<file path="src/rtl/scpa_pkg.sv">
// ============================================================================
// scpa_pkg: shared types and constants of the size-class pool allocator
// Request kinds as classified by the front end, result status codes, back-end
// sequencer states and the fixed address and queue dimensions.
// ============================================================================
`default_nettype none

package scpa_pkg;

    // Byte address width of the managed space.
    localparam int ADDR_W = 18;

    // Front-to-back queue: depth, pointer width, fill-level width.
    localparam int QUEUE_DEPTH = 4;
    localparam int QUEUE_AW    = 2;
    localparam int QUEUE_LW    = 3;

    // Request kind after classification.
    typedef enum logic [1:0] {
        OP_ALLOC,
        OP_FREE,
        OP_ZERO,
        OP_OVER
    } op_t;

    // Result status codes.
    localparam logic [1:0] ST_OK       = 2'd0;
    localparam logic [1:0] ST_ZERO     = 2'd1;
    localparam logic [1:0] ST_OVERSIZE = 2'd2;
    localparam logic [1:0] ST_NOPOOL   = 2'd3;

    // Back-end sequencer states.
    typedef enum logic [1:0] {
        BK_IDLE,
        BK_EXEC,
        BK_POP
    } bk_state_t;

endpackage

`default_nettype wire

</file>
<file path="src/rtl/scpa_front.sv">
// ============================================================================
// scpa_front: request intake and classification
// Takes a request transfer, sorts out zero and oversize sizes, derives the
// size class and the link slot of the address, and pushes the result into
// the queue in the next cycle.
// ============================================================================
`default_nettype none

module scpa_front #(
    parameter int NUM_CLASSES = 16,
    parameter int CHUNK_STEP  = 8,
    parameter int CLS_W       = 4,
    parameter int LI_W        = 15
) (
    input  wire logic                          clk,
    input  wire logic                          rst_n,
    input  wire logic                          start,
    output logic                               busy,
    input  wire logic                          req_type,
    input  wire logic [15:0]                   req_size,
    input  wire logic [scpa_pkg::ADDR_W-1:0]   free_addr,
    input  wire logic [scpa_pkg::QUEUE_LW-1:0] q_level,
    output logic                               push,
    output scpa_pkg::op_t                      push_op,
    output logic      [CLS_W-1:0]              push_cls,
    output logic      [scpa_pkg::ADDR_W-1:0]   push_addr,
    output logic      [LI_W-1:0]               push_idx
);

    localparam int ADDR_W    = scpa_pkg::ADDR_W;
    localparam int MAX_CHUNK = NUM_CLASSES * CHUNK_STEP;
    localparam int STEP_L    = $clog2(CHUNK_STEP);
    // Class = (size - 1) / CHUNK_STEP through a reciprocal multiply.
    localparam int SZ_W      = $clog2(MAX_CHUNK);
    localparam int C_SH      = SZ_W + STEP_L;
    localparam int C_M       = ((1 << C_SH) + CHUNK_STEP - 1) / CHUNK_STEP;
    localparam int CP_W      = 2 * SZ_W + 1;
    localparam logic [CP_W-1:0] C_MV = CP_W'(C_M);
    // Link slot = addr / CHUNK_STEP, split into two half-width products.
    localparam int L_SH      = ADDR_W + STEP_L;
    localparam int L_M       = ((1 << L_SH) + CHUNK_STEP - 1) / CHUNK_STEP;
    localparam int HALF      = ADDR_W / 2;
    localparam int PP_W      = ADDR_W + 1 + HALF;
    localparam int SUM_W     = 2 * ADDR_W + 1;
    localparam logic [PP_W-1:0] L_MV = PP_W'(L_M);
    localparam int OCC_W     = scpa_pkg::QUEUE_LW + 1;

    logic                  accept;
    logic [SZ_W-1:0]       size_m1;
    logic [CP_W-1:0]       cls_prod;
    scpa_pkg::op_t         op;
    logic [OCC_W-1:0]      occ;
    logic [SUM_W-1:0]      idx_sum;

    logic                  s1_valid_reg;
    scpa_pkg::op_t         s1_op_reg;
    logic [CLS_W-1:0]      s1_cls_reg;
    logic [ADDR_W-1:0]     s1_addr_reg;
    logic [PP_W-1:0]       s1_plo_reg;
    logic [PP_W-1:0]       s1_phi_reg;

    // In-flight items count against queue space.
    assign occ    = OCC_W'(q_level) + OCC_W'(s1_valid_reg);
    assign busy   = (occ >= OCC_W'(scpa_pkg::QUEUE_DEPTH));
    assign accept = start && !busy;

    assign size_m1  = SZ_W'(req_size - 16'd1);
    assign cls_prod = CP_W'(size_m1) * C_MV;

    always_comb
    begin
        if (req_size == 16'd0)
        begin
            op = scpa_pkg::OP_ZERO;
        end
        else if (req_size > 16'(MAX_CHUNK))
        begin
            op = scpa_pkg::OP_OVER;
        end
        else if (req_type)
        begin
            op = scpa_pkg::OP_FREE;
        end
        else
        begin
            op = scpa_pkg::OP_ALLOC;
        end
    end

    always_ff @(posedge clk or negedge rst_n)
    begin
        if (!rst_n)
        begin
            s1_valid_reg <= 1'b0;
        end
        else
        begin
            s1_valid_reg <= accept;
        end
    end

    always_ff @(posedge clk)
    begin
        if (accept)
        begin
            s1_op_reg   <= op;
            s1_cls_reg  <= CLS_W'(cls_prod >> C_SH);
            s1_addr_reg <= free_addr;
            s1_plo_reg  <= PP_W'(free_addr[HALF-1:0]) * L_MV;
            s1_phi_reg  <= PP_W'(free_addr[ADDR_W-1:HALF]) * L_MV;
        end
    end

    assign idx_sum   = (SUM_W'(s1_phi_reg) << HALF) + SUM_W'(s1_plo_reg);
    assign push      = s1_valid_reg;
    assign push_op   = s1_op_reg;
    assign push_cls  = s1_cls_reg;
    assign push_addr = s1_addr_reg;
    assign push_idx  = LI_W'(idx_sum >> L_SH);

endmodule

`default_nettype wire

</file>
<file path="config.mk">
export PLATFORM = sky130hd
export DESIGN_NAME = scpa_front
export DESIGN_NICKNAME = d
export VERILOG_FILES = /design/src/rtl/scpa_pkg.sv /design/src/rtl/scpa_front.sv
export SDC_FILE = /design/constraint.sdc
export NUM_CORES = 1
export LEC_CHECK = 0
export BUFFER_PORTS_ARGS = -buffer_cell sky130_fd_sc_hd__buf_2
export CORE_UTILIZATION = 38
export DETAILED_ROUTE_END_ITERATION = 10
export GPL_ROUTABILITY_DRIVEN = 0
export PLACE_DENSITY = 0.88
export SLEW_MARGIN = 20
export SYNTH_ARGS = -nofsm -noshare
export SYNTH_HDL_FRONTEND = slang
export SYNTH_SLANG_ARGS = --single-unit
</file>
<file path="constraint.sdc">
create_clock -name clk -period 2.64 [get_ports clk]
set_input_delay 0.132 -clock clk [delete_from_list [all_inputs] [get_ports clk]]
set_output_delay 0.132 -clock clk [all_outputs]
set_load 0.05 [all_outputs]
</file>
### Word level (Yosys, flattened, before mapping)

Index checks and enable logic that the tools add are counted.

* flip-flop bits (word level): 43
* bits in latches: 0
* memory bits (writable): 0
* bits in read-only memories: 0
* input bits: 41
* output and inout port bits: 41
* logic and storage cells: 18
* memories kept: 0

* add/subtract/negate cells: 3
* $mul: 0
* div/mod/pow operators: 0
* $lt $le $gt $ge: 2
* equal/unequal tests: 0
* shifts and indexed selects: 0
* mux-type cells: 2
* bitwise logic cells: 0
* reduce and logical (&&, ||, !) cells: 4

Operators by type and width (count)
* $add A36 B27 Y36: 1
* $gt A16 B8 Y1 const B: 1
* $logic_not A16 Y1: 1
* $sub A7 B1 Y7 const B: 1
* $add A3 B1 Y4: 1
* $ge A4 B3 Y1 const B: 1
* $mux W1: 2
* $reduce_or A2 Y1: 1
* $logic_and A1 B1 Y1: 1
* $logic_not A1 Y1: 1

### Longest topological paths before layout

* depth in word-level cells: 4
* depth in mapped cells: 3
* mapped depth without buffers: 3

### Least setup slack after synthesis

Ideal clock, no wire load.

* kind: reg-to-reg
* start: register s1_valid_reg (netlist: push)
* end: register s1_addr_reg[0] (netlist: push_addr[0]), enable pin
* library setup time: 406 ps
* data arrival time: 2076 ps
* path slack: 158 ps
* stages on the path, launching flop included: 3
* period minus slack after synthesis: 2482 ps
* path through: dfrtp_1 a31o_2 nor2_1

* longest elaborated chain between the ends: 4

RTL lines
* start: declaration: RTL line scpa_front.sv:55 `logic s1_valid_reg;`
* start signal: assignment: RTL line scpa_front.sv:98 `s1_valid_reg <= accept;`
* $add A3 B1 Y4: RTL line scpa_front.sv:63 `assign occ = OCC_W'(q_level) + OCC_W'(s1_valid_reg);`
* $ge A4 B3 Y1: RTL line scpa_front.sv:64 `assign busy = (occ >= OCC_W'(scpa_pkg::QUEUE_DEPTH));`
* net busy: RTL line scpa_front.sv:18 `output logic busy,`
* $logic_not A1 Y1: RTL line scpa_front.sv:65 `assign accept = start && !busy;`
* $logic_and A1 B1 Y1: RTL line scpa_front.sv:65
* net accept: RTL line scpa_front.sv:48 `logic accept;`
* end signal: assignment: RTL line scpa_front.sv:108 `s1_addr_reg <= free_addr;`
* end: declaration: RTL line scpa_front.sv:58 `logic [ADDR_W-1:0] s1_addr_reg;`

The timed path passes the listed nets, and every way through them passes these cells.
A chain may end at the register's enable or synchronous reset.

### Final worst setup path

* start: register s1_valid_reg (netlist: push)
* end: register s1_addr_reg[1] (netlist: push_addr[1]), enable pin

* longest elaborated chain between the ends: 4

RTL lines (RTL line)
* $add A3 B1 Y4: scpa_front.sv:63
* $ge A4 B3 Y1: scpa_front.sv:64
* $logic_not A1 Y1: scpa_front.sv:65
* $logic_and A1 B1 Y1: scpa_front.sv:65
* net accept: scpa_front.sv:48

The timed path passes the listed nets, and every way through them passes these cells.

==> results.json <==
{
  "nFillCells": 193,
  "rrSetupSlack_ns": 0.96,
  "initial_utilization_pct": 40.24,
  "yosys.area_share.xor_xnor_pct": 2.488,
  "overflow": 0,
  "path_cells": "a31o_2, nor2_2, buf_4",
  "drc": 0,
  "finClkSkew_ns": 0.005860,
  "cts_root_buf": "clkbuf_4",
  "rsz0062_at_grt": "no",
  "cp-startpoint": "push",
  "antenna_cells": 0,
  "synth_adder_area_share_pct": 0,
  "setup_ws_ns": 0.9622,
  "rows": 18,
  "first_global_vias": 740,
  "critPathKind": "reg -> reg",
  "place_ws_ns": 0.9507,
  "finalHoldViolCount": 0,
  "grt.total_usage_pct": 14.60,
  "layout-drive-gt1-share_pct": 59.87,
  "clk_pin_slew_worst_paths_ns": 0.13,
  "hold_class": "in -> reg",
  "holdWs_ns": 0.09516,
  "p_per_area_nw_per_um2": 521.0,
  "place_hpwl_um": 1598,
  "worstReg2RegStart": "push",
  "syn_to_final_growth_pct": 55.35,
  "arrival_ns": 1.69,
  "vias_per_cell": 4.571,
  "min_period_ns": 1.678,
  "end_kind": "flop",
  "fin_crit_sh_pct": 63.55,
  "setup_violations": 0,
  "ys_async_sr_fraction_pct": 4.000,
  "ant_nets": 0,
  "critPathLaunchType": "flop",
  "worstHoldStart": "req_size[14]",
  "crit_required_ns": 2.65,
  "drt_first_pass_iters": 2,
  "synth_most_common_cell": "edfxtp_1",
  "whs_path_depth": 3,
  "holdPathEnd": "push_op[0]",
  "status": "finished clean",
  "nNetsFinal": 194,
  "numClockSinks": 25,
  "synth_top_area_cell": "edfxtp_1",
  "max_stage_delay_ns": 0.43,
  "drt-total-wl_um": 2026,
  "die_h_um": 53.45,
  "crit_path_top_delay_cell": "nor2_2",
  "netlist_top_cells_count": "24 x edfxtp_1, 15 x buf_4, 3 x nand2_1, 3 x nor4_1",
  "synthSimpleGateAreaFrac_pct": 7.587,
  "synth_fp_nets": 103,
  "rr_endpoint": "push_addr[1]",
  "reg2reg_depth": 3,
  "synth-edff-count": 24,
  "synth_mux_area_share_pct": 0,
  "synthDistinctLibCells": 19,
  "ys_warn_count": 0,
  "drt_iter0_drc": 4,
  "fmax_ghz": 0.5960,
  "critPathMaxFanout": 14,
  "drv_slew": 0,
  "p_total_uw": 814.1,
  "syn_area_per_cell_um2": 16.23,
  "detail_route.wl_per_cell_um": 11.13,
  "syn_inst": 62,
  "synth_flop_cell": "edfxtp_1",
  "synth-compound-area-share_pct": 4.229,
  "tightest_slew_ns": 0.5459,
  "synth_top_family_by_area": "buffers and inverters",
  "synth-seq-area-share_pct": 74.13,
  "setup-tns-final_ns": 0,
  "maxSlewHeadroom_pct": 63.57,
  "synthTopCellsByArea": "edfxtp_1 72%, buf_4 11%, dfrtp_1 2.5%",
  "vias": 832,
  "cts-buffers-inserted": 3,
  "die_area_um2": 2857,
  "port_buffers": 81,
  "cap_violations": 0,
  "cts_tree": "built",
  "p_leak_nw": 0.7143,
  "postCtsSetupRepairBufs": 0,
  "core-area_um2": 2500,
  "die_x_um": 53.45,
  "grt_pass1_wl_um": 2870,
  "vdd_ir_drop_max_uv": 351.9,
  "grt_max_degree": 15,
  "synth_area_um2": 1006,
  "cts_max_path_buffers": 2,
  "antenna_found_initial": 0,
  "h-tree-depth": 1,
  "pin_count": 82,
  "placed_cells": 159,
  "synth_top_area_share_pct": 71.64,
  "ys_seq_elements": 25,
  "fin_cells": 182,
  "clkLatencyLatePin_ns": 0.30
}
through the flow:
stage	instance area [µm²]	util, %
finish	1563	62.51
global route	1563	62.51
CTS	1553	62.11
detailed placement	1346	53.85
global placement	1346	53.85
floorplan	1006	-
repair_timing:
action	in CTS	in global routing
hold endpoints to repair	18	1
hold buffers	18	1
gates resized for setup	0	0
endpoints found under the setup margin	0	0
cell type report:
cell class | count | area (µm²) | share of cell area, %
timing repair buffer | 101 | 603.1 | 38.59
multi-input combinational | 21 | 146.4 | 9.367
sequential | 25 | 745.7 | 47.72
inverter | 1 | 3.754 | 0.2402
clock buffer | 4 | 26.28 | 1.681
tap | 30 | 37.54 | 2.402
layout by cell type, fill, tap and decap left out, drive strengths merged:
cell type	instances
clkbuf	4
or3	1
nand2	3
a21oi	1
buf	82
o211ai	1
o31ai	1
and3	1
dfrtp	1
dlygate4sd3	19
nor4	3
edfxtp	24
or4	1
nand3	1
inv	1
o21ai	1
a31o	2
nor3	1
xnor2	2
nor2	2
cells by family after synthesis:
family / after synthesis
flip-flops: 25
AO/OA/AOI/OAI: 6
XOR/XNOR: 2
AND/OR/NAND/NOR: 13
buffers and inverters: 16
metal layers:
metal	part of all wire (%)	up-vias	GRT usage, %
met1	36	379	14.84
met4	0.84	0	7.895
met2	55	53	27.08
met3	8.3	2	3.161
met5	0	-	0
li1	-	398	-
worst max path at each step:
stage / end
final: push_addr[1]
after floorplan: push_addr[0]
after global routing: push_addr[1]
after detailed placement: push_op[0]
after global placement: push_op[0]
after CTS: push_op[0]
power breakdown:
part	leakage (nW)	internal, mW	switching [mW]
sequential	0.239	0.455	0.00574
clock	0.0150	0.0588	0.101
combinational	0.461	0.0639	0.130
total	0.714	0.578	0.237
worst max-delay path: cells and delay by family (launching register included):
kind / cells / cell delay [ns]
AND/OR/NAND/NOR: 1 / 0.43
buffers and inverters: 1 / 0.32
flip-flops: 1 / 0.40
AO/OA/AOI/OAI: 1 / 0.26
state kept, by name, summed over array words and instances, names as in the netlist:
| name | count |
|---|---|
| push_addr | 18 |
| push_cls | 4 |
| push_op | 2 |
| push | 1 |
Power figures use the tool's default switching activity.
