<file path="src/rtl/scpa_pkg.sv">
// ============================================================================
// scpa_pkg: shared types and constants of the size-class pool allocator
// Request kinds as classified by the front end, result status codes, back-end
// sequencer states and the fixed address and queue dimensions.
// ============================================================================
`default_nettype none

package scpa_pkg;

    // Byte address width of the managed space.
    localparam int ADDR_W = 18;

    // Front-to-back queue: depth, pointer width, fill-level width.
    localparam int QUEUE_DEPTH = 4;
    localparam int QUEUE_AW    = 2;
    localparam int QUEUE_LW    = 3;

    // Request kind after classification.
    typedef enum logic [1:0] {
        OP_ALLOC,
        OP_FREE,
        OP_ZERO,
        OP_OVER
    } op_t;

    // Result status codes.
    localparam logic [1:0] ST_OK       = 2'd0;
    localparam logic [1:0] ST_ZERO     = 2'd1;
    localparam logic [1:0] ST_OVERSIZE = 2'd2;
    localparam logic [1:0] ST_NOPOOL   = 2'd3;

    // Back-end sequencer states.
    typedef enum logic [1:0] {
        BK_IDLE,
        BK_EXEC,
        BK_POP
    } bk_state_t;

endpackage

`default_nettype wire

</file>
<file path="src/rtl/scpa_queue.sv">
// ============================================================================
// scpa_queue: short FIFO between front end and back end
// Holds classified requests; reports its fill level so the front end can
// throttle new transfers.
// ============================================================================
`default_nettype none

module scpa_queue #(
    parameter int WIDTH = 40
) (
    input  wire logic                          clk,
    input  wire logic                          rst_n,
    input  wire logic                          push,
    input  wire logic [WIDTH-1:0]              wdata,
    input  wire logic                          pop,
    output logic      [WIDTH-1:0]              rdata,
    output logic                               empty,
    output logic      [scpa_pkg::QUEUE_LW-1:0] level
);

    logic [WIDTH-1:0]              ent_reg [scpa_pkg::QUEUE_DEPTH];
    logic [scpa_pkg::QUEUE_AW-1:0] wr_ptr_reg;
    logic [scpa_pkg::QUEUE_AW-1:0] rd_ptr_reg;
    logic [scpa_pkg::QUEUE_LW-1:0] level_reg;
    logic [scpa_pkg::QUEUE_LW-1:0] level_next;

    always_comb
    begin
        level_next = level_reg;
        if (push && !pop)
        begin
            level_next = level_reg + scpa_pkg::QUEUE_LW'(1);
        end
        else if (pop && !push)
        begin
            level_next = level_reg - scpa_pkg::QUEUE_LW'(1);
        end
    end

    always_ff @(posedge clk or negedge rst_n)
    begin
        if (!rst_n)
        begin
            wr_ptr_reg <= '0;
            rd_ptr_reg <= '0;
            level_reg  <= '0;
        end
        else
        begin
            if (push)
            begin
                wr_ptr_reg <= wr_ptr_reg + scpa_pkg::QUEUE_AW'(1);
            end
            if (pop)
            begin
                rd_ptr_reg <= rd_ptr_reg + scpa_pkg::QUEUE_AW'(1);
            end
            level_reg <= level_next;
        end
    end

    always_ff @(posedge clk)
    begin
        if (push)
        begin
            ent_reg[wr_ptr_reg] <= wdata;
        end
    end

    assign rdata = ent_reg[rd_ptr_reg];
    assign empty = (level_reg == '0);
    assign level = level_reg;

endmodule

`default_nettype wire

</file>
<file path="config.mk">
export PLATFORM = sky130hd
export DESIGN_NAME = scpa_queue
export DESIGN_NICKNAME = d
export VERILOG_FILES = /design/src/rtl/scpa_pkg.sv /design/src/rtl/scpa_queue.sv
export SDC_FILE = /design/constraint.sdc
export NUM_CORES = 1
export LEC_CHECK = 0
export ABC_AREA = 1
export BUFFER_PORTS_ARGS = -buffer_cell sky130_fd_sc_hd__buf_2
export CAP_MARGIN = 15
export CORE_AREA = 2 2 106 159
export DETAILED_ROUTE_END_ITERATION = 10
export DIE_AREA = 0 0 108 161
export HOLD_SLACK_MARGIN = 0.1
export REMOVE_ABC_BUFFERS = 1
export SYNTH_ARGS = -nofsm -noshare
export SYNTH_HDL_FRONTEND = slang
export SYNTH_SLANG_ARGS = --single-unit
export TNS_END_PERCENT = 20
</file>
<file path="constraint.sdc">
create_clock -name clk -period 3.7 [get_ports clk]
set_input_delay 0.37 -clock clk [delete_from_list [all_inputs] [get_ports clk]]
set_output_delay 0.37 -clock clk [all_outputs]
set_load 0.01 [all_outputs]
</file>
=== After elaboration in Yosys (flattened, before gate mapping) ===
Memories as Yosys holds them, arrays and structs flattened.
Index checks and enable logic that the tools add are counted.

* Add/sub/neg operators: 4
* Muxes and demuxes: 4
* Reductions and logical operators: 6

{| class="wikitable"
|+ Operators by type and width
! kind !! count
|-
| 3-bit 2-to-1 mux || 2
|-
| 2-bit by 1-bit adder with 2-bit output, second input constant || 2
|-
| 3-bit by 1-bit adder with 3-bit output, second input constant || 1
|-
| 3-bit zero test || 1
|-
| 3-bit by 1-bit subtractor with 3-bit output, second input constant || 1
|-
| 1-bit logical AND || 2
|-
| 1-bit zero test || 2
|-
| 1-bit 2-to-1 mux || 2
|-
| 2-bit nonzero test || 1
|}

* Register bits: 7
* Bits in writable memories: 160
* Bits of input ports: 44
* Output and inout port bits: 44
* Memories kept: 1

{| class="wikitable"
|+ Memories
! memory !! depth !! bits a word !! rd ports !! clocked after memory_dff !! write ports !! line !! RTL
|-
| ent_reg || 4 || 40 || 1 || 0 || 1 || scpa_queue.sv:21 || <nowiki>logic [WIDTH-1:0] ent_reg [scpa_pkg::QUEUE_DEPTH];</nowiki>
|}

=== Logic depth before layout (Yosys ltp) ===
Gate-level depths: netlist of run 1.

* Word-level depth: 4
* Mapped depth: 9
* Depth with buffers taken out: 9

=== Worst setup path before layout of run 1 ===
OpenSTA, ideal clock, no wires.

* Kind: flip-flop to flip-flop
* From: register wr_ptr_reg[0] (netlist name)
* To: memory ent_reg[2][0], enable pin
* Arrival time: 1459 ps
* Data required time: 3305 ps
* Path slack: 1846 ps
* Stages on the path, launching flop included: 5
* Path buffers: 0
* Cell sequence: dfrtp_1 > inv_1 > ha_1 > nand2_1 > inv_1

{| class="wikitable"
|+ RTL lines
! item !! line !! RTL
|-
| start: declaration || scpa_queue.sv:22 || <nowiki>logic [scpa_pkg::QUEUE_AW-1:0] wr_ptr_reg;</nowiki>
|-
| start signal: assignment || scpa_queue.sv:52 || <nowiki>wr_ptr_reg <= wr_ptr_reg + scpa_pkg::QUEUE_AW'(1);</nowiki>
|-
| end: declaration || scpa_queue.sv:21 ||
|}

No word-level cell before the write port.

=== Worst setup path in the final report of run 1 ===
* From: register rd_ptr_reg[0] (netlist name)
* To: output rdata[24]

* Cells in the longest elaborated chain, start to end: 1

{| class="wikitable"
|+ Ends and longest elaborated chain
! item !! line !! RTL
|-
| start: declaration || scpa_queue.sv:23 || <nowiki>logic [scpa_pkg::QUEUE_AW-1:0] rd_ptr_reg;</nowiki>
|-
| start signal: assignment || scpa_queue.sv:56 || <nowiki>rd_ptr_reg <= rd_ptr_reg + scpa_pkg::QUEUE_AW'(1);</nowiki>
|-
| memory read 4 x 40 bit || - ||
|-
| end: declaration || scpa_queue.sv:16 || <nowiki>output logic [WIDTH-1:0] rdata,</nowiki>
|}

Every way passes these cells.

==> summary.txt, run 1 <==
CP dominant cell by count: nand2_1
peak supply drop: 0.544 mV
number of nets in the finished design: 649
Vias: 3976
largest net degree at the start of global routing: 79
via count of the first global-routing pass: 4035
Setup violations, final: 0
placed cells: 785
smallest setup slack after layout: 1.15 ns
Unique masters post-synth: 21
worst endpoint required time: 3.33 ns
final core area utilization: 50.8%
power consumption: 6.54 mW
highest achievable clock rate: 391 MHz
Total Routing Usage GR: 16.0%
starting DRC count in detailed routing: 169
number of flops mapped to enable cells by yosys: 160
number of levels the H-tree was split into: 4
kind of end point of the critical path: output port
hold_ws: 0.163 ns
synthesis-to-layout area growth: 15.5%
First-pass DRT Iterations: 4
dominant combinational cell family by area after synthesis: compound AO/OA/AOI/OAI gates
Die W: 108 um
final cycle utilization of the critical path: 69.1%
Clock Root Buffer: clkbuf_16
proportion of synthesized chip area in sequential cells: 70.6%
overall die area: 17400 um^2
global-route wire length before repair: 20900 um
Synth area leaders: edfxtp_1 (68%), o211ai_2 (7.1%), nand2_1 (5.5%)
share of synthesized flip-flops with an asynchronous set or reset: 4.19%
Post-CTS Setup Repair Bufs: 0
clk_lat worst skew: 0.41 ns
Final Wtd Congestion: 0.740
clock period minus final worst setup slack: 2.55 ns
measured slew at the worst slew-check pin: 1.03 ns
antenna violations before repair: 0
Num CTS Buffers: 17
synthesized netlist cell count: 514
WP data arrival: 2.18 ns
Core ar.: 16000 um^2
port bufs: 87
Syn Std Cell Area: 7060 um^2
leakage power total: 3.31 nW
arithmetic-cell share of the synthesized area counting full adders, half adders and majority gates: 1.17%
worst min-delay path class: input port to flip-flop
CTS tree: yes
final antenna diode count: 0
post-layout instance count excluding filler cells: 817
most common flop cell mapped by yosys: edfxtp_1
HPWL Detailed: 7680 um
row cnt: 57
I/O pin count: 88
largest stage delay on the critical path: 0.87 ns
normalized max-slew margin: 31.3%
outcome: complete, no violations
max-cap check violation count: 0
library cell with the largest summed area after synthesis: edfxtp_1
most frequently used cell type in the post-synthesis netlist: edfxtp_1
final count of hold timing violations: 0
most instantiated cells after synthesis: edfxtp_1 (160), nand2_1 (103), inv_1 (91), o211ai_1 (40), o211ai_2 (40)
overall routed net length: 13000 um
per-cell via count in the routed design: 4.87
Resized Gates After CTS: 0
clk sinks: 167
share of post-route cells with drive strength above 1: 31.9%
power per unit of standard cell area: 803 nW/um^2
post-synthesis mux area share: 0%
DR WL/cell: 15.9 um
Routed Antenna Nets: 0
cells traversed along the worst timing path: buf_12 > nand2_1 > o211ai_2 > nand2_1 > buf_2
flip-flop and latch count after synthesis: 167
largest driver fanout on the critical path: 78
share of the synthesized netlist area taken by xor and xnor gates: 0.496%
post-placement setup slack: 1.54 ns
clk buf depth: 2
initial core utilization: 44.0%
CP max-delay cell: dfrtp_4
final global-route overflow total: 0
DRC violations left: 0
worst setup path category: flip-flop to output port
y dimension of the die: 161 um
number of pins with negative max-slew slack in the final report: 0
fraction of post-synthesis cell area in the top cell type by area: 68.1%
synthesized-area fraction occupied by and/or/nand/nor cells: 8.37%
Reg clk slew, reported paths: 0.06 ns
compound-gate portion of the synthesized area: 11.4%
Mean Syn Cell Area: 13.7 um^2
critical path launch point type: flip-flop
Warnings, synthesis: 0
Setup Skew: 0.00533 ns
number of flip-flops in the largest register: 160
unrepaired setup endpoints after global routing: false
cell type report:
| cell class | count | area [um^2] |
|---|---|---|
| multi-input cells | 227 | 1510 |
| clock inverters | 10 | 106 |
| fillers | 1427 | 7900 |
| clock buffers | 21 | 440 |
| flip-flops and latches | 167 | 4980 |
| inverters | 92 | 345 |
| well taps | 206 | 258 |
| repair buffers | 94 | 503 |
repair_timing:
item                                   CTS  global route
hold buffers                             1             0
endpoints found under the hold margin    7             0
setup endpoints to repair                0             0
worst paths after layout:
check	cells past startpoint	endpoint	slack, ns	startpoint
worst max-delay path	5	rdata[24]	1.15	rd_ptr_reg[0]$_DFFE_PN0P_
worst min-delay path	1	ent_reg[0][27]$_DFFE_PP_	0.16	wdata[27]
worst max register to register	4	ent_reg[2][7]$_DFFE_PP_	1.82	wr_ptr_reg[0]$_DFFE_PN0P_
worst min register to register	2	level[2]$_DFFE_PN0P_	0.55	level[2]$_DFFE_PN0P_
max in group asynchronous	2	rd_ptr_reg[0]$_DFFE_PN0P_	3.19	rst_n
min in group asynchronous	2	level[0]$_DFFE_PN0P_	0.32	rst_n
stage by stage:
step / TNS, ns / cell area (um^2)
after floorplan: -33.93 / 6840
after global placement: 0 / 7590
after detailed placement: 0 / 7590
after CTS: 0 / 8150
after global routing: 0 / 8150
final: 0 / 8150
cell usage in the layout (no fill, tap or decap), types with 2 or more instances in the layout:
cell type	instances
edfxtp_1	160
nand2_1	103
inv_1	87
buf_2	87
o211ai_2	40
o211ai_1	40
nand2_2	30
clkbuf_16	17
inv_2	5
ha_1	5
dfrtp_1	5
buf_4	5
clkbuf_1	4
xor2_1	3
clkinv_2	3
clkinvlp_4	2
clkinv_1	2
bufinv_16	2
cell families after synthesis:
kind of cell	count (synthesis)
xor+xnor	4
flops	167
compound gates	81
buf+inv	120
simple gates	136
fa+ha+maj	6
worst max-delay path: cells and delay by family, from the launching register on:
family          cells  cell delay [ns]
simple gates        2             0.21
buf+inv             2             0.55
compound gates      1             0.08
flops               1             0.87
report_power, final:
group | internal (mW) | switching (mW) | total (mW) | leakage, nW
clock | 0.981 | 0.663 | 1.64 | 0.262
sequential | 2.49 | 0.222 | 2.71 | 1.55
combinational | 0.786 | 1.40 | 2.19 | 1.50
layer usage:
metal | GRT usage (%) | routed length, um
met5 | 0 | 0
met4 | 6.41 | 186
met3 | 4.32 | 622
met2 | 28.1 | 7160
met1 | 18.4 | 5020
No activity file was read; power rests on OpenSTA's default activity.
==> run 2: changes to the inputs <==
- clock period: 3.7 -> 2.4 ns (I/O delays scaled with it)
==> summary.txt, run 2 (synthesized netlist as in run 1, its figures left out) <==
Setup violations, final: 0 (unchanged)
via count of the first global-routing pass: 4261 (+5.6%)
number of nets in the finished design: 696 (+7.2%)
clk sinks: 167 (unchanged)
antenna violations before repair: 0 (unchanged)
Clock Root Buffer: clkbuf_16
unrepaired setup endpoints after global routing: false
outcome: complete, no violations
CP max-delay cell: dfrtp_4
final count of hold timing violations: 0 (unchanged)
clock period minus final worst setup slack: 2.22 ns
I/O pin count: 88 (unchanged)
starting DRC count in detailed routing: 182 (+7.7%)
Final Wtd Congestion: 0.737 (-0.50%)
kind of cell adding the most delay to the critical path: flip-flops
number of levels the H-tree was split into: 4 (unchanged)
DR WL/cell: 15.6 um (-1.7%)
port bufs: 87 (unchanged)
post-placement setup slack: 0.606 ns (-0.938 ns)
global-route wire length before repair: 21400 um (+2.7%)
peak supply drop: 0.541 mV (-0.60%)
worst hold path cell count: 2 (+1)
cells traversed along the worst timing path: buf_4 > nand2_1 > o211ai_1 > nand2_1 > buf_2
overall die area: 17400 um^2 (unchanged)
DRC violations left: 0 (unchanged)
CP dominant cell by count: nand2_1
Num CTS Buffers: 17 (unchanged)
final cycle utilization of the critical path: 92.6%
normalized max-slew margin: 64.1% (+33 points)
Post-CTS Setup Repair Bufs: 0 (unchanged)
Vias: 4170 (+4.9%)
largest stage delay on the critical path: 0.77 ns (-0.10 ns)
Reg clk slew, reported paths: 0.06 ns (about the same)
overall routed net length: 13500 um (+4.1%)
largest driver fanout on the critical path: 41 (-47%)
clk buf depth: 2 (unchanged)
total stage count of the critical path: 5 (unchanged)
HPWL Detailed: 8310 um (+8.1%)
final global-route overflow total: 0 (unchanged)
y dimension of the die: 161 um (unchanged)
final core area utilization: 54.2% (+3.4 points)
smallest setup slack after layout: 0.177 ns (-0.968 ns)
most frequent cells in the layout: edfxtp_1 (160), nand2_1 (103), inv_1 (87), buf_2 (87), dlygate4sd3_1 (42)
Routed Antenna Nets: 0 (unchanged)
measured slew at the worst slew-check pin: 0.539 ns (-0.489 ns)
final antenna diode count: 0 (unchanged)
worst min-delay path class: input port to flip-flop
worst-case reg-to-reg path depth: 5 (+1)
number of pins with negative max-slew slack in the final report: 0 (unchanged)
synthesis-to-layout area growth: 23.3%
WP data arrival: 1.98 ns (-0.20 ns)
hold-fix buffer count after cts: 42 (+41)
initial core utilization: 44.0% (unchanged)
power per unit of standard cell area: 1200 nW/um^2 (+49%)
First-pass DRT Iterations: 4 (unchanged)
Bufs and invs on worst path: 2 (unchanged)
Total Routing Usage GR: 16.4% (+0.34 points)
CTS tree: yes
highest achievable clock rate: 450 MHz
largest net degree at the start of global routing: 57 (-28%)
critical path launch point type: flip-flop
share of post-route cells with drive strength above 1: 31.1% (-0.81 points)
Die W: 108 um (unchanged)
Core ar.: 16000 um^2 (unchanged)
worst setup path category: flip-flop to output port
Setup Skew: 0.00987 ns (+0.00454 ns)
max-cap check violation count: 0 (unchanged)
row cnt: 57 (unchanged)
worst endpoint required time: 2.16 ns (-1.17 ns)
number of flip-flops in the largest register: 160 (unchanged)
clk_lat worst skew: 0.42 ns (about the same)
per-cell via count in the routed design: 4.82 (-0.94%)
kind of end point of the critical path: output port
hold_ws: 0.126 ns (-0.0364 ns)
commonest non-fill, non-tap cell in the layout: edfxtp_1
Resized Gates After CTS: 0 (unchanged)
leakage power total: 3.54 nW (+6.9%)
run 2: changes by cell type in the layout (fill, tap and decap cells not counted), moves of 2 or more:
cell / previous run / this run
dlygate4sd3_1: 1 / 42
buf_12: 1 / 6
inv_6: 0 / 4
clkbuf_1: 4 / 1
clkinv_2: 3 / 0
clkinvlp_4: 2 / 4
run 2: final timing paths:
| check | slack, ns | end | start |
|---|---|---|---|
| setup / recovery | 0.18 | rdata[6] | rd_ptr_reg[0]$_DFFE_PN0P_ |
| hold / removal | 0.13 | wr_ptr_reg[0]$_DFFE_PN0P_ | push |
| setup reg to reg | 0.75 | ent_reg[2][35]$_DFFE_PP_ | wr_ptr_reg[0]$_DFFE_PN0P_ |
| hold reg to reg | 0.54 | wr_ptr_reg[0]$_DFFE_PN0P_ | wr_ptr_reg[0]$_DFFE_PN0P_ |
| max in group asynchronous | 2.01 | rd_ptr_reg[0]$_DFFE_PN0P_ | rst_n |
| min in group asynchronous | 0.19 | wr_ptr_reg[1]$_DFFE_PN0P_ | rst_n |
run 2: per-stage QoR:
step	cell area (um^2)	cells	power (mW)	TNS, ns
2_1_floorplan	6840	486	6.09	-83.33
3_3_place_gp	7700	791	7.75	0
3_5_place_dp	7700	791	7.85	0
4_1_cts	8700	865	10.6	0
5_1_grt	8700	865	11.0	0
6_report	8700	865	10.4	0
run 2: cell type report:
class / count / area [um^2]
fillers: 1335 / 7340
clock buffers: 18 / 429
flip-flops and latches: 167 / 4980
clock inverters: 14 / 150
well taps: 206 / 258
repair buffers: 141 / 1020
inverters: 92 / 345
multi-input cells: 227 / 1510
run 2: report_power, final:
part           total [mW]  switching [mW]  leakage [nW]  internal, mW
logic                3.58            2.20          1.73          1.38
clock network        2.63            1.10         0.269          1.54
registers            4.20           0.370          1.55          3.83
total                10.4            3.66          3.54          6.75
run 2: layer usage:
metal | GRT usage [%] | vias to the layer above | wire length [um]
li1 | - | 2040 | -
met1 | 19.4 | 2038 | 5480
met2 | 28.6 | 77 | 7290
met3 | 3.91 | 15 | 533
met4 | 6.00 | 0 | 216
met5 | 0 | - | 0
==> run 3: changes to the inputs <==
- GPL_ROUTABILITY_DRIVEN: unset -> 0
- MAX_ROUTING_LAYER: unset -> met4
==> summary.txt, run 3 (synthesized netlist as in run 1, its figures left out) <==
outcome: complete, no violations
via count of the first global-routing pass: 4254 (-0.16%)
worst min-delay path class: input port to flip-flop
per-cell via count in the routed design: 4.82 (unchanged)
worst setup path category: flip-flop to output port
critical path launch point type: flip-flop
clk_lat worst skew: 0.42 ns (about the same)
kind of end point of the critical path: output port
initial core utilization: 44.0% (unchanged)
Setup Skew: 0.00860 ns (-0.00127 ns)
share of post-route cells with drive strength above 1: 31.1% (unchanged)
DR WL/cell: 15.7 um (+0.16%)
largest net degree at the start of global routing: 57 (unchanged)
number of flip-flops in the largest register: 160 (unchanged)
worst endpoint required time: 2.16 ns (about the same)
post-layout instance count excluding filler cells: 865 (unchanged)
GR Layer Usage met2: 28.6% (about the same)
final global-route overflow total: 0 (unchanged)
number of pins with negative max-slew slack in the final report: 0 (unchanged)
Final TNS setup: 0 ns (unchanged)
Core ar.: 16000 um^2 (unchanged)
normalized max-slew margin: 63.8% (-0.30 points)
Resized Gates After CTS: 0 (unchanged)
most frequent cells in the layout: edfxtp_1 (160), nand2_1 (103), inv_1 (87), buf_2 (87), dlygate4sd3_1 (42)
Num CTS Buffers: 17 (unchanged)
antenna violations before repair: 0 (unchanged)
First-pass DRT Iterations: 4 (unchanged)
Die W: 108 um (unchanged)
Clock Root Buffer: clkbuf_16
final antenna diode count: 0 (unchanged)
busiest layer in global routing: met2
WP data arrival: 1.99 ns (about the same)
power per unit of standard cell area: 1200 nW/um^2 (about the same)
peak supply drop: 0.545 mV (+0.84%)
final cycle utilization of the critical path: 92.9% (+0.25 points)
port bufs: 87 (unchanged)
y dimension of the die: 161 um (unchanged)
critical register-to-register path startpoint: wr_ptr_reg[0]$_DFFE_PN0P_
synthesis-to-layout area growth: 23.3% (unchanged)
starting DRC count in detailed routing: 209 (+15%)
DRC violations left: 0 (unchanged)
critical hold path startpoint: push
critical path launch point: rd_ptr_reg[0]$_DFFE_PN0P_
number of levels the H-tree was split into: 4 (unchanged)
met1 layer usage reported by global route: 19.5% (+0.11 points)
placed cells: 791 (unchanged)
CTS tree: yes
clk buf depth: 2 (unchanged)
leakage power total: 3.54 nW (unchanged)
number of nets in the finished design: 696 (unchanged)
final count of hold timing violations: 0 (unchanged)
HPWL Detailed: 8310 um (unchanged)
I/O pin count: 88 (unchanged)
Total Routing Usage GR: 16.9% (+0.49 points)
highest achievable clock rate: 449 MHz (-0.27%)
global-route track usage on met3: 3.83% (-0.081 points)
Vias: 4170 (unchanged)
overall die area: 17400 um^2 (unchanged)
Setup violations, final: 0 (unchanged)
endpoint of the most critical register-to-register path: ent_reg[2][35]$_DFFE_PP_
Reg clk slew, reported paths: 0.06 ns (about the same)
clk sinks: 167 (unchanged)
overall routed net length: 13500 um (+0.16%)
measured slew at the worst slew-check pin: 0.544 ns (+0.00454 ns)
worst-case reg-to-reg path depth: 5 (unchanged)
worst hold path cell count: 2 (unchanged)
largest driver fanout on the critical path: 41 (unchanged)
commonest non-fill, non-tap cell in the layout: edfxtp_1
hold_ws: 0.133 ns (+0.00611 ns)
global-route wire length before repair: 21500 um (+0.13%)
Routed Antenna Nets: 0 (unchanged)
row cnt: 57 (unchanged)
clock period minus final worst setup slack: 2.23 ns (+0.00605 ns)
max-cap check violation count: 0 (unchanged)
worst reg2reg setup slack: 0.76 ns (about the same)
Hold Crit Endpoint: wr_ptr_reg[0]$_DFFE_PN0P_
unrepaired setup endpoints after global routing: false
## run 3: worst max-delay path, cell delays in order (launching register included)
cell	delay (ns)
dfrtp_4	0.77
buf_4	0.38
nand2_1	0.09
o211ai_1	0.09
nand2_1	0.10
buf_2	0.15
## run 3: what timing repair did
item / CTS / global route
hold buffers: 42 / 0
setup buffers: 0 / 0
endpoints found under the hold margin: 168 / 0
## run 3: area by class of cell
class,instances,area [um^2]
inverters,92,345
clock buffers,18,429
flip-flops and latches,167,4980
well taps,206,258
repair buffers,141,1020
clock inverters,14,150
fillers,1335,7340
multi-input cells,227,1510
## run 3: metal layers
metal | up-vias | wire length (um) | part of all wire [%]
li1 | 2041 | - | -
met1 | 2021 | 5460 | 40
met2 | 88 | 7290 | 54
met3 | 20 | 572 | 4.2
met4 | 0 | 222 | 1.6
met5 | - | 0 | 0
## run 3: how the worst max path moves through the flow
stage | end | slack (ns) | cells past startpoint
after floorplan | rdata[0] | -2.00 | 2
after global placement | rdata[6] | 0.62 | 5
after detailed placement | rdata[6] | 0.61 | 5
after CTS | rdata[6] | 0.15 | 5
after global routing | rdata[37] | 0.01 | 5
final | rdata[6] | 0.17 | 5
## run 3: where the power goes
group / switching, mW / internal [mW]
sequential: 0.371 / 3.83
combinational: 2.20 / 1.38
clock: 1.10 / 1.54
total: 3.67 / 6.75
## run 3: through the flow
stage               area [um^2]  util [%]  setup WS, ns  total power [mW]
global route               8700      54.2        0.0106              11.0
floorplan                  6840         -         -2.00              6.09
CTS                        8700      54.2         0.148              10.6
finish                     8700      54.2         0.171              10.4
global placement           7700      48.0         0.620              7.75
detailed placement         7700      48.0         0.606              7.85
